[src/psd_pkg.sv]
`timescale 1ns / 1ps
// ----------------------------------------------------------------------------
// psd_pkg
// Shared types and constants for the position stall detector.
// ----------------------------------------------------------------------------
package psd_pkg;

  localparam int unsigned PosW     = 16;
  localparam int unsigned SqW      = 2 * PosW;
  localparam int unsigned RadW     = 2 * SqW - 2 * (SqW - PosW) + 2;   // 34 bit radicand
  localparam int unsigned DistW    = 17;
  localparam int unsigned RemW     = DistW + 2;
  localparam int unsigned CountW   = 8;
  localparam int unsigned CfgIdxW  = 2;
  localparam int unsigned CfgDataW = 17;
  localparam int unsigned RootSteps = RadW / 2;
  localparam int unsigned StepW    = $clog2(RootSteps);

  localparam logic [CfgIdxW-1:0] RegXLimit     = 2'd0;
  localparam logic [CfgIdxW-1:0] RegYLimit     = 2'd1;
  localparam logic [CfgIdxW-1:0] RegThreshold  = 2'd2;
  localparam logic [CfgIdxW-1:0] RegCountLimit = 2'd3;

  localparam logic [PosW-1:0]   XLimitReset     = 16'd49152;
  localparam logic [PosW-1:0]   YLimitReset     = 16'd61440;
  localparam logic [DistW-1:0]  ThresholdReset  = 17'd41;
  localparam logic [CountW-1:0] CountLimitReset = 8'd1;
  localparam logic [CountW-1:0] StillCountMax   = 8'd255;

  // one queued sample: range flag and the two squares
  typedef struct packed {
    logic            in_range;
    logic [SqW-1:0]  sq_x;
    logic [SqW-1:0]  sq_y;
  } psd_job_t;

endpackage

[src/psd_front.sv]
`timescale 1ns / 1ps
// ----------------------------------------------------------------------------
// psd_front
// Accepts position samples, checks them against the box and squares x and y.
// ----------------------------------------------------------------------------
module psd_front
  import psd_pkg::*;
(
  input  logic            clk_i,
  input  logic            rst_ni,
  input  logic            in_valid_i,
  output logic            in_stall_o,
  input  logic [PosW-1:0] pos_x_i,
  input  logic [PosW-1:0] pos_y_i,
  input  logic [PosW-1:0] x_limit_i,
  input  logic [PosW-1:0] y_limit_i,
  input  logic            q_full_i,
  output logic            q_push_o,
  output psd_job_t        q_data_o
);

  logic            s1_v_q, s1_v_d;
  logic [PosW-1:0] s1_x_q, s1_y_q;
  logic            s1_rng_q;
  logic            s2_v_q, s2_v_d;
  psd_job_t        s2_q;
  logic            s1_ready, s2_ready, in_acc, rng;

  assign rng = (pos_x_i != '0) && (pos_x_i < x_limit_i) &&
               (pos_y_i != '0) && (pos_y_i < y_limit_i);

  assign q_push_o   = s2_v_q && !q_full_i;
  assign s2_ready   = !s2_v_q || !q_full_i;
  assign s1_ready   = !s1_v_q || s2_ready;
  assign in_stall_o = !s1_ready;
  assign in_acc     = in_valid_i && s1_ready;
  assign q_data_o   = s2_q;

  always_comb begin
    s1_v_d = s1_v_q;
    s2_v_d = s2_v_q;
    if (s1_ready) begin
      s1_v_d = in_valid_i;
    end
    if (s2_ready) begin
      s2_v_d = s1_v_q;
    end
  end

  always_ff @(posedge clk_i or negedge rst_ni) begin
    if (!rst_ni) begin
      s1_v_q <= 1'b0;
      s2_v_q <= 1'b0;
    end else begin
      s1_v_q <= s1_v_d;
      s2_v_q <= s2_v_d;
    end
  end

  always_ff @(posedge clk_i) begin
    if (in_acc) begin
      s1_x_q   <= pos_x_i;
      s1_y_q   <= pos_y_i;
      s1_rng_q <= rng;
    end
    if (s2_ready && s1_v_q) begin
      s2_q.in_range <= s1_rng_q;
      s2_q.sq_x     <= SqW'(s1_x_q) * SqW'(s1_x_q);
      s2_q.sq_y     <= SqW'(s1_y_q) * SqW'(s1_y_q);
    end
  end

endmodule

[src/psd_fifo.sv]
`timescale 1ns / 1ps
// ----------------------------------------------------------------------------
// psd_fifo
// Short queue of squared samples between the front and the back.
// ----------------------------------------------------------------------------
module psd_fifo
  import psd_pkg::*;
#(
  parameter int unsigned Depth = 2
) (
  input  logic     clk_i,
  input  logic     rst_ni,
  input  logic     push_i,
  input  psd_job_t wdata_i,
  output logic     full_o,
  input  logic     pop_i,
  output psd_job_t rdata_o,
  output logic     empty_o
);

  localparam int unsigned PtrW = (Depth > 1) ? $clog2(Depth) : 1;
  localparam int unsigned CntW = $clog2(Depth + 1);

  psd_job_t        mem_q [Depth];
  logic [PtrW-1:0] wr_ptr_q, rd_ptr_q;
  logic [CntW-1:0] cnt_q;

  assign full_o  = (cnt_q == CntW'(Depth));
  assign empty_o = (cnt_q == '0);
  assign rdata_o = mem_q[rd_ptr_q];

  always_ff @(posedge clk_i) begin
    if (push_i) begin
      mem_q[wr_ptr_q] <= wdata_i;
    end
  end

  always_ff @(posedge clk_i or negedge rst_ni) begin
    if (!rst_ni) begin
      wr_ptr_q <= '0;
      rd_ptr_q <= '0;
      cnt_q    <= '0;
    end else begin
      if (push_i) begin
        wr_ptr_q <= (wr_ptr_q == PtrW'(Depth - 1)) ? '0 : wr_ptr_q + PtrW'(1);
      end
      if (pop_i) begin
        rd_ptr_q <= (rd_ptr_q == PtrW'(Depth - 1)) ? '0 : rd_ptr_q + PtrW'(1);
      end
      if (push_i && !pop_i) begin
        cnt_q <= cnt_q + CntW'(1);
      end else if (pop_i && !push_i) begin
        cnt_q <= cnt_q - CntW'(1);
      end
    end
  end

endmodule

[src/psd_back.sv]
`timescale 1ns / 1ps
// ----------------------------------------------------------------------------
// psd_back
// Square root of the squared distance, stall counting and the result word.
// ----------------------------------------------------------------------------
module psd_back
  import psd_pkg::*;
(
  input  logic              clk_i,
  input  logic              rst_ni,
  input  logic              q_empty_i,
  input  psd_job_t          q_data_i,
  output logic              q_pop_o,
  input  logic [DistW-1:0]  threshold_i,
  input  logic [CountW-1:0] count_limit_i,
  output logic              out_valid_o,
  input  logic              out_stall_i,
  output logic              reverse_request_o,
  output logic              sample_in_range_o
);

  localparam logic [1:0] StIdle = 2'd0;
  localparam logic [1:0] StRoot = 2'd1;
  localparam logic [1:0] StDiff = 2'd2;
  localparam logic [1:0] StDone = 2'd3;

  logic [1:0]        st_q, st_d;
  logic [RadW-1:0]   val_q, val_d;
  logic [RemW-1:0]   rem_q, rem_d;
  logic [DistW-1:0]  root_q, root_d;
  logic [StepW-1:0]  step_q, step_d;
  logic [DistW-1:0]  diff_q, diff_d;
  logic [DistW-1:0]  prev_q, prev_d;
  logic [CountW-1:0] cnt_q, cnt_d;
  logic              out_v_q, out_v_d;
  logic              out_rev_q, out_rev_d;
  logic              out_rng_q, out_rng_d;
  logic              out_free;
  logic [RemW+1:0]   rem_t;
  logic [RemW+2:0]   trial;
  logic [CountW-1:0] cnt_new;

  assign out_free          = !out_v_q || !out_stall_i;
  assign out_valid_o       = out_v_q;
  assign reverse_request_o = out_rev_q;
  assign sample_in_range_o = out_rng_q;

  // one result bit per step: bring down two radicand bits, try subtracting 4*root+1
  assign rem_t = {rem_q, val_q[RadW-1 -: 2]};
  assign trial = {1'b0, rem_t} - {3'b000, root_q, 2'b01};

  always_comb begin
    if (diff_q <= threshold_i) begin
      cnt_new = (cnt_q == StillCountMax) ? cnt_q : cnt_q + CountW'(1);
    end else begin
      cnt_new = '0;
    end
  end

  always_comb begin
    st_d      = st_q;
    val_d     = val_q;
    rem_d     = rem_q;
    root_d    = root_q;
    step_d    = step_q;
    diff_d    = diff_q;
    prev_d    = prev_q;
    cnt_d     = cnt_q;
    out_v_d   = out_v_q && out_stall_i;
    out_rev_d = out_rev_q;
    out_rng_d = out_rng_q;
    q_pop_o   = 1'b0;
    case (st_q)
      StIdle: begin
        if (!q_empty_i) begin
          if (q_data_i.in_range) begin
            q_pop_o = 1'b1;
            val_d   = RadW'({1'b0, q_data_i.sq_x} + {1'b0, q_data_i.sq_y});
            rem_d   = '0;
            root_d  = '0;
            step_d  = StepW'(RootSteps - 1);
            st_d    = StRoot;
          end else if (out_free) begin
            // sample outside the box: state untouched
            q_pop_o   = 1'b1;
            out_v_d   = 1'b1;
            out_rev_d = 1'b0;
            out_rng_d = 1'b0;
          end
        end
      end
      StRoot: begin
        val_d = {val_q[RadW-3:0], 2'b00};
        if (!trial[RemW+2]) begin
          rem_d  = trial[RemW-1:0];
          root_d = {root_q[DistW-2:0], 1'b1};
        end else begin
          rem_d  = rem_t[RemW-1:0];
          root_d = {root_q[DistW-2:0], 1'b0};
        end
        step_d = step_q - StepW'(1);
        if (step_q == '0) begin
          st_d = StDiff;
        end
      end
      StDiff: begin
        diff_d = (root_q >= prev_q) ? root_q - prev_q : prev_q - root_q;
        st_d   = StDone;
      end
      StDone: begin
        if (out_free) begin
          cnt_d     = cnt_new;
          prev_d    = root_q;
          out_v_d   = 1'b1;
          out_rev_d = (cnt_new >= count_limit_i);
          out_rng_d = 1'b1;
          st_d      = StIdle;
        end
      end
      default: begin
        st_d = StIdle;
      end
    endcase
  end

  always_ff @(posedge clk_i or negedge rst_ni) begin
    if (!rst_ni) begin
      st_q    <= StIdle;
      prev_q  <= '0;
      cnt_q   <= '0;
      out_v_q <= 1'b0;
    end else begin
      st_q    <= st_d;
      prev_q  <= prev_d;
      cnt_q   <= cnt_d;
      out_v_q <= out_v_d;
    end
  end

  always_ff @(posedge clk_i) begin
    val_q     <= val_d;
    rem_q     <= rem_d;
    root_q    <= root_d;
    step_q    <= step_d;
    diff_q    <= diff_d;
    out_rev_q <= out_rev_d;
    out_rng_q <= out_rng_d;
  end

endmodule

[src/position_stall_detector.sv]
`timescale 1ns / 1ps
// ----------------------------------------------------------------------------
// position_stall_detector
// Flags a stalled vehicle from a stream of x,y position samples.
// ----------------------------------------------------------------------------
// Each word in carries one x,y sample (unsigned Q4.12 m) and gives exactly one
// word out. A sample is used only when 0 < x < x_limit and 0 < y < y_limit;
// otherwise it comes back with sample_in_range = 0 and reverse_request = 0 and
// changes nothing. For a used sample the distance from the origin is
// floor(sqrt(x*x + y*y)) in Q5.12; when it moved by at most still_threshold
// since the last used sample a saturating still counter steps, else it
// clears, and reverse_request is set once the counter reaches
// still_count_limit. A used sample holds the back end through the
// bit-per-cycle square root, which sets the rate, then a difference and an
// output step; an unused one goes straight out. The front end squares x and
// y in two registered stages and a short queue lets it take further samples
// while a root is in progress. Configuration registers: 0 x_limit, 1 y_limit,
// 2 still_threshold, 3 still_count_limit; write them only while idle.
// ----------------------------------------------------------------------------
module position_stall_detector
  import psd_pkg::*;
#(
  parameter int unsigned QueueDepth = 2
) (
  input  logic                clk_i,
  input  logic                rst_ni,
  input  logic                cfg_we_i,
  input  logic [CfgIdxW-1:0]  cfg_idx_i,
  input  logic [CfgDataW-1:0] cfg_wdata_i,
  input  logic                in_valid_i,
  output logic                in_stall_o,
  input  logic [PosW-1:0]     pos_x_i,
  input  logic [PosW-1:0]     pos_y_i,
  output logic                out_valid_o,
  input  logic                out_stall_i,
  output logic                reverse_request_o,
  output logic                sample_in_range_o
);

  logic [PosW-1:0]   x_limit_q, y_limit_q;
  logic [DistW-1:0]  threshold_q;
  logic [CountW-1:0] count_limit_q;
  logic              q_push, q_pop, q_full, q_empty;
  psd_job_t          q_wdata, q_rdata;

  always_ff @(posedge clk_i or negedge rst_ni) begin
    if (!rst_ni) begin
      x_limit_q     <= XLimitReset;
      y_limit_q     <= YLimitReset;
      threshold_q   <= ThresholdReset;
      count_limit_q <= CountLimitReset;
    end else if (cfg_we_i) begin
      case (cfg_idx_i)
        RegXLimit:     x_limit_q     <= cfg_wdata_i[PosW-1:0];
        RegYLimit:     y_limit_q     <= cfg_wdata_i[PosW-1:0];
        RegThreshold:  threshold_q   <= cfg_wdata_i[DistW-1:0];
        RegCountLimit: count_limit_q <= cfg_wdata_i[CountW-1:0];
        default: begin
        end
      endcase
    end
  end

  psd_front u_front (
    .clk_i      (clk_i),
    .rst_ni     (rst_ni),
    .in_valid_i (in_valid_i),
    .in_stall_o (in_stall_o),
    .pos_x_i    (pos_x_i),
    .pos_y_i    (pos_y_i),
    .x_limit_i  (x_limit_q),
    .y_limit_i  (y_limit_q),
    .q_full_i   (q_full),
    .q_push_o   (q_push),
    .q_data_o   (q_wdata)
  );

  psd_fifo #(
    .Depth (QueueDepth)
  ) u_fifo (
    .clk_i   (clk_i),
    .rst_ni  (rst_ni),
    .push_i  (q_push),
    .wdata_i (q_wdata),
    .full_o  (q_full),
    .pop_i   (q_pop),
    .rdata_o (q_rdata),
    .empty_o (q_empty)
  );

  psd_back u_back (
    .clk_i             (clk_i),
    .rst_ni            (rst_ni),
    .q_empty_i         (q_empty),
    .q_data_i          (q_rdata),
    .q_pop_o           (q_pop),
    .threshold_i       (threshold_q),
    .count_limit_i     (count_limit_q),
    .out_valid_o       (out_valid_o),
    .out_stall_i       (out_stall_i),
    .reverse_request_o (reverse_request_o),
    .sample_in_range_o (sample_in_range_o)
  );

  // an unused sample never asks for reverse
  a_no_reverse_out_of_range: assert property (@(posedge clk_i) disable iff (!rst_ni)
    out_valid_o && !sample_in_range_o |-> !reverse_request_o)
    else $error("reverse requested for a sample outside the box");

  a_no_push_when_full: assert property (@(posedge clk_i) disable iff (!rst_ni)
    q_full |-> !q_push)
    else $error("front pushed into a full queue");

  a_no_pop_when_empty: assert property (@(posedge clk_i) disable iff (!rst_ni)
    q_empty |-> !q_pop)
    else $error("back popped an empty queue");

endmodule

[config.mk]
export PLATFORM = sky130hd
export DESIGN_NAME = position_stall_detector
export DESIGN_NICKNAME = d
export VERILOG_FILES = /design/src/psd_pkg.sv /design/src/psd_front.sv /design/src/psd_fifo.sv /design/src/psd_back.sv /design/src/position_stall_detector.sv
export SDC_FILE = /design/constraint.sdc
export NUM_CORES = 2
export LEC_CHECK = 0
export ABC_CLOCK_PERIOD_IN_PS = 7900
export BUFFER_PORTS_ARGS = -buffer_cell sky130_fd_sc_hd__buf_2
export CAP_MARGIN = 20
export CORE_MARGIN = 5
export CORE_UTILIZATION = 55
export DETAILED_ROUTE_END_ITERATION = 8
export MAX_ROUTING_LAYER = met4
export PLACE_DENSITY = 0.71
export SYNTH_ARGS = -nofsm -noshare
export SYNTH_HDL_FRONTEND = slang
export SYNTH_SLANG_ARGS = --single-unit
[constraint.sdc]
create_clock -name clk_i -period 7.9 [get_ports clk_i]
set_input_delay 0.395 -clock clk_i [delete_from_list [all_inputs] [get_ports clk_i]]
set_output_delay 0.395 -clock clk_i [all_outputs]
set_load 0.02 [all_outputs]
---- After elaboration in Yosys (flattened, before gate mapping) ----
Memories as Yosys holds them, arrays and structs flattened.
Index checks and enable logic that the tools add are counted.
word-level totals
  bits in registers ....................... 283
  memories ................................ 1
  word-level logic and storage cells ...... 138
  bits in writable memories ............... 130
cells by class
  $lt $le $gt $ge ......................... 5
  add/sub/neg operators ................... 10
  multiply operators ...................... 2
  reduce and logical (&&, ||, !) cells .... 37
  equality and inequality tests ........... 14
  mux-type cells .......................... 43
memories
  memory        words  width  rd ports  clocked after Yosys merged registers in  wr ports  RTL line        source
  u_fifo.mem_q  2      65     1         0                                        1         psd_fifo.sv:24  psd_job_t mem_q [Depth];
operator list
  operator             count
  $mux 34              2
  $pmux 34 s2          1
  $mul 16x16->32       2
  $mux 19              3
  $mux 17              3
  $pmux 19 s2          1
  $pmux 17 s2          1
  $sub 17x17->17       2
  $add 32x32->33       1
  $lt 16x16->1         2
  $reduce_bool 16->1   2
  $sub 21x19->22       1
  $ge 17x17->1         1
  $le 17x17->1         1
  $mux 1               17
  $mux 8               2
  $mux 2               6
  $eq 2x2->1 const B   5
  $mux 5               2
  $pmux 5 s2           1
  $reduce_and 2->1     5
  $logic_and 1x1->1    9
  $add 8x1->8 const B  1
  $eq 8x8->1 const B   1
  other kinds (18)     39

---- Depth between registers and ports, before layout ----
  depth in word-level cells ............... 9
  depth in mapped cells ................... 26

---- Hierarchy ----
From an unflattened synthesis, not the netlist that was laid out.
unflattened totals
  cells, all modules ...................... 3313
  area total of the unflattened synthesis .. 35330.1 µm²
modules (own cells, without submodules)
  module                   times used  seq. area each (µm²)  cells an instance  area each (µm²)
  psd_front                1           2932.8                1936               18574.1
  psd_back                 1           3523.4                1038               9560.4
  psd_fifo                 1           4003.8                218                5038.6
  position_stall_detector  1           1438.9                121                2157.1

---- Worst setup path after synthesis ----
No wires, ideal clock.
  kind .................................... flip-flop to flip-flop
  from .................................... register u_front.s1_y_q[1]
  to ...................................... register u_front.s2_q (netlist bit u_front.q_data_o[31]) (data pin)
  clock period less this slack ............ 6.269 ns
  arrival time ............................ 6.007 ns
  slack ................................... 1.631 ns
  cell stages (with the launch flop) ...... 27
  setup time .............................. 0.261 ns
  data required time ...................... 7.639 ns
  path through ............................ edfxtp_1 clkbuf_1 clkbuf_1 and2_1 fa_1 inv_1 fa_1 inv_1 fa_1 inv_1 fa_1 inv_1 fa_1 inv_1 fa_1 inv_1 ha_1 a41o_1 a21oi_1 o21a_1 o31ai_1 nand4_1 a21boi_0 nand4b_1 a31oi_1 o21ai_0 xnor2_1
between the ends
  cells in the longest elaborated chain, start to end .. 1
RTL lines
  what                    RTL line         source
  start, declared         psd_front.sv:23  logic [PosW-1:0] s1_x_q, s1_y_q;
  start signal, assigned  psd_front.sv:63  s1_y_q <= pos_y_i;
  $mul 16x16->32          psd_front.sv:69  s2_q.sq_y <= SqW'(s1_y_q) * SqW'(s1_y_q);
  end, declared           psd_front.sv:26  psd_job_t s2_q;
Every way passes these cells.
A chain may end at the register's enable or synchronous reset.

---- Worst setup path in the final report ----
  from .................................... register u_front.s1_y_q[8]
  to ...................................... register u_front.s2_q (netlist bit u_front.q_data_o[31]) (data pin)
The elaborated chain is that of the path after synthesis.

==> run metrics <==
syn_nets between 3000 and 4000; hold slack 0.03825 ns; WL final 74290 µm; Tcrit/Tclk final between 80% and 90%; Worst Tran Pin Value 1.072 ns; Synth Instances 3200; Max Used Layer met4; largest net degree at the start of global routing 76; Netlist cell types 82; Hold Path Class input port to flop; WP buf/inv 6; gpl congestion 0.9007; Synth Cell Area 0.03423 mm²; Worst path slowest cell edfxtp_1; Slew Viols, Final 0; dpl ws just under 1 ns; CP required 8.21 ns; Post-synth EDFFs ~320; Setup Crit Path Kind flop to flop; Reg-to-Reg End u_front.q_data_o[31]$_DFFE_PP_; Routed met1 length 31780 µm; total vias in the final route 22579; CTS tree done; std cell rows 91; Crit path max-delay family adder cells; Setup TNS 0 ns; CTS Buf Count 43; CTS sink count 407; Vias/cell 5.495; ratio of cells with drive above 1 in the final layout 9.544%; First-pass DRT Iterations 5; final setup fails 0; unrepaired setup endpoints after global routing no; Final Hold Fails 0; top_reg_cell synth edfxtp_1; largest area contributor in the netlist edfxtp_1; clock-pin slew on the worst setup and hold paths 0.06 ns; final worst slack 0.9157 ns; R2R Path Start u_front.s1_y_q[8]$_DFFE_PP_; startpoint types flop; global route total overflow 0; met2 wire length about 36000 µm; most area-consuming cells after synthesis edfxtp_1 (28%), fa_1 (19%), ha_1 (13%); asr flop ratio synth 22.36%; most common cell in the netlist inv_1; CP Cell Sequence and2_1, fa_1, inv_1, fa_1, inv_1, fa_1, inv_1, fa_1, inv_1, fa_1, inv_1, fa_1, inv_1, ha_1, a41o_1, a21oi_1, o21a_1, o31ai_1, nand4_1, a21boi_0, nand4b_1, a31oi_1, o21ai_0, xnor2_1; Crit path largest cell delay 0.68 ns; Seq/Total Area, Yosys around a third; CTS Buffer Depth 3; die height 259.5 µm; Starting Density 55.47%; Ys Warns 0; most frequent cells after synthesis inv_1 (627), ha_1 (345), fa_1 (326); Clk Latency, worst-skew pair 0.57 ns; detailed-route wire length per cell 18.08 µm; initial antenna violation count 3; WL met3 2890 µm; core area 0.06171 mm²; synthesis-to-layout area growth 7.676%; flop2flop setup slack 0.92 ns; Initial DRC Count roughly 1400; clock root cell clkbuf_16; Rel. slew slack between 20% and 30%; Reg2Reg Depth 24; critical path peak fanout 16; first-pass GRT wire length 122800 µm; min Tclk post-route approximately 7.0 ns; Max Cap Viol 0; Hold EP u_front.s1_x_q[0]$_DFFE_PP_; antenna viol nets, final 0; top-area cell type share of the netlist area between 20 and 30%; synthesis-stage register bit count 407; critical path arrival between 7 and 8 ns; DIE AREA 0.06733 mm²; status finished, final reports clean; Die Wd 259.5 µm; post-CTS setup buffers 0; crit end category flop; Max Fclk around 140 MHz; DP HPWL between 50000 and 60000 µm; Layout Skew 0.02221 ns; NumNets Final a little under 4000; count of input and output buffers 59; I/O Pins 60; vias in the first global route 23953; H-tree level count 2; # DRC 0; Syn Area/Cell about 11 µm²; GRT Total Usage 23.22%; min-delay src pos_x_i[0]; hold path cells 1
-- cell families (layout without fill, tap and decap cells) --
| family | count (synthesis) | count (layout) | share of synthesized area (%) |
|---|---|---|---|
| AO/OA/AOI/OAI | 464 | 464 | 8.853 |
| flip-flops | 407 | 407 | 34.41 |
| buffers and inverters | 715 | 784 | 7.932 |
| other | 0 | 3 | 0 |
| AND/OR/NAND/NOR | 668 | 668 | 9.189 |
| adder cells (fa/ha/maj) | 671 | 671 | 31.68 |
| XOR/XNOR | 140 | 140 | 3.582 |
| multiplexers | 135 | 135 | 4.357 |
-- layout by cell type, fill, tap and decap left out, types with 5 or more instances in the layout --
master and count:
inv_1 627, ha_1 344, fa_1 326, edfxtp_1 316, nand2_1 263, nor2_1 136, o21ai_0 123, a21oi_1 119
mux2_2 112, xnor2_1 87, and2_1 82, dfrtp_1 80, a21o_1 75, buf_2 58, xor2_1 53, clkbuf_16 46
nor2b_1 29, nand3_1 29, nand2b_1 28, and3_1 22, mux2i_1 22, nand4_1 21, nor3_1 20, o21a_1 19
buf_4 19, a31oi_1 16, o21bai_1 16, a211oi_1 12, nor4_1 10, a31o_2 10, dfstp_2 10, o31ai_1 8
clkinv_1 8, a311oi_1 7, or2_2 6, clkinv_2 5
-- sequential cells by signal, summed over array words and instances (netlist names), 16 cells and up --
register and cells:
u_back.root_q 17, u_back.rem_q 19, x_limit_q 16, u_front.s1_y_q 16, u_back.prev_q 17, u_front.s1_x_q 16
threshold_q 17, u_front.q_data_o 63, u_back.val_q 34, u_back.diff_q 17, u_fifo.mem_q 126, y_limit_q 16
-- per-layer routing --
layer / vias up / GRT usage (%)
li1: 10625 / -
met1: 11264 / 30.20
met2: 521 / 37.73
met3: 169 / 2.539
met4: 0 / 9.423
met5: - / -
-- worst max-delay path by stage --
stage / from / end / slack, ns / depth (start not counted)
detailed placement: u_front.s1_y_q[8]$_DFFE_PP_ / u_front.q_data_o[31]$_DFFE_PP_ / 0.99 / 24
finish: u_front.s1_y_q[8]$_DFFE_PP_ / u_front.q_data_o[31]$_DFFE_PP_ / 0.92 / 24
global route: u_front.s1_y_q[8]$_DFFE_PP_ / u_front.q_data_o[31]$_DFFE_PP_ / 0.61 / 24
global placement: u_front.s1_y_q[8]$_DFFE_PP_ / u_front.q_data_o[31]$_DFFE_PP_ / 1.07 / 24
CTS: u_front.s1_y_q[8]$_DFFE_PP_ / u_front.q_data_o[31]$_DFFE_PP_ / 0.99 / 24
floorplan: u_front.s1_y_q[1]$_DFFE_PP_ / u_front.q_data_o[31]$_DFFE_PP_ / 1.63 / 26
-- stage by stage --
step                      instances  util (%)  area (µm²)
after floorplan                3200         -       34230
after global placement         4026     57.33       35380
after detailed placement       4026     57.33       35380
after CTS                      4106     59.71       36850
after global routing           4108     59.72       36860
final                          4109     59.73       36860
-- cell type report --
cell class	instances	area, µm²
multi-input cells	2078	19770
diodes	3	7.507
repair buffers	78	442.9
clock inverters	28	279.0
clock buffers	51	1180
well taps	837	1047
inverters	627	2354
fillers	5045	24850
flip-flops and latches	407	11780
-- what timing repair did --
| item | in CTS | in global routing |
|---|---|---|
| endpoints found under the hold margin | 21 | 0 |
| hold buffers | 1 | 0 |
| gates resized for setup | 0 | 0 |
Power is left out: the tool's default activity adds up to more than one toggle a clock period on the data nets, which glitch-free logic cannot reach.
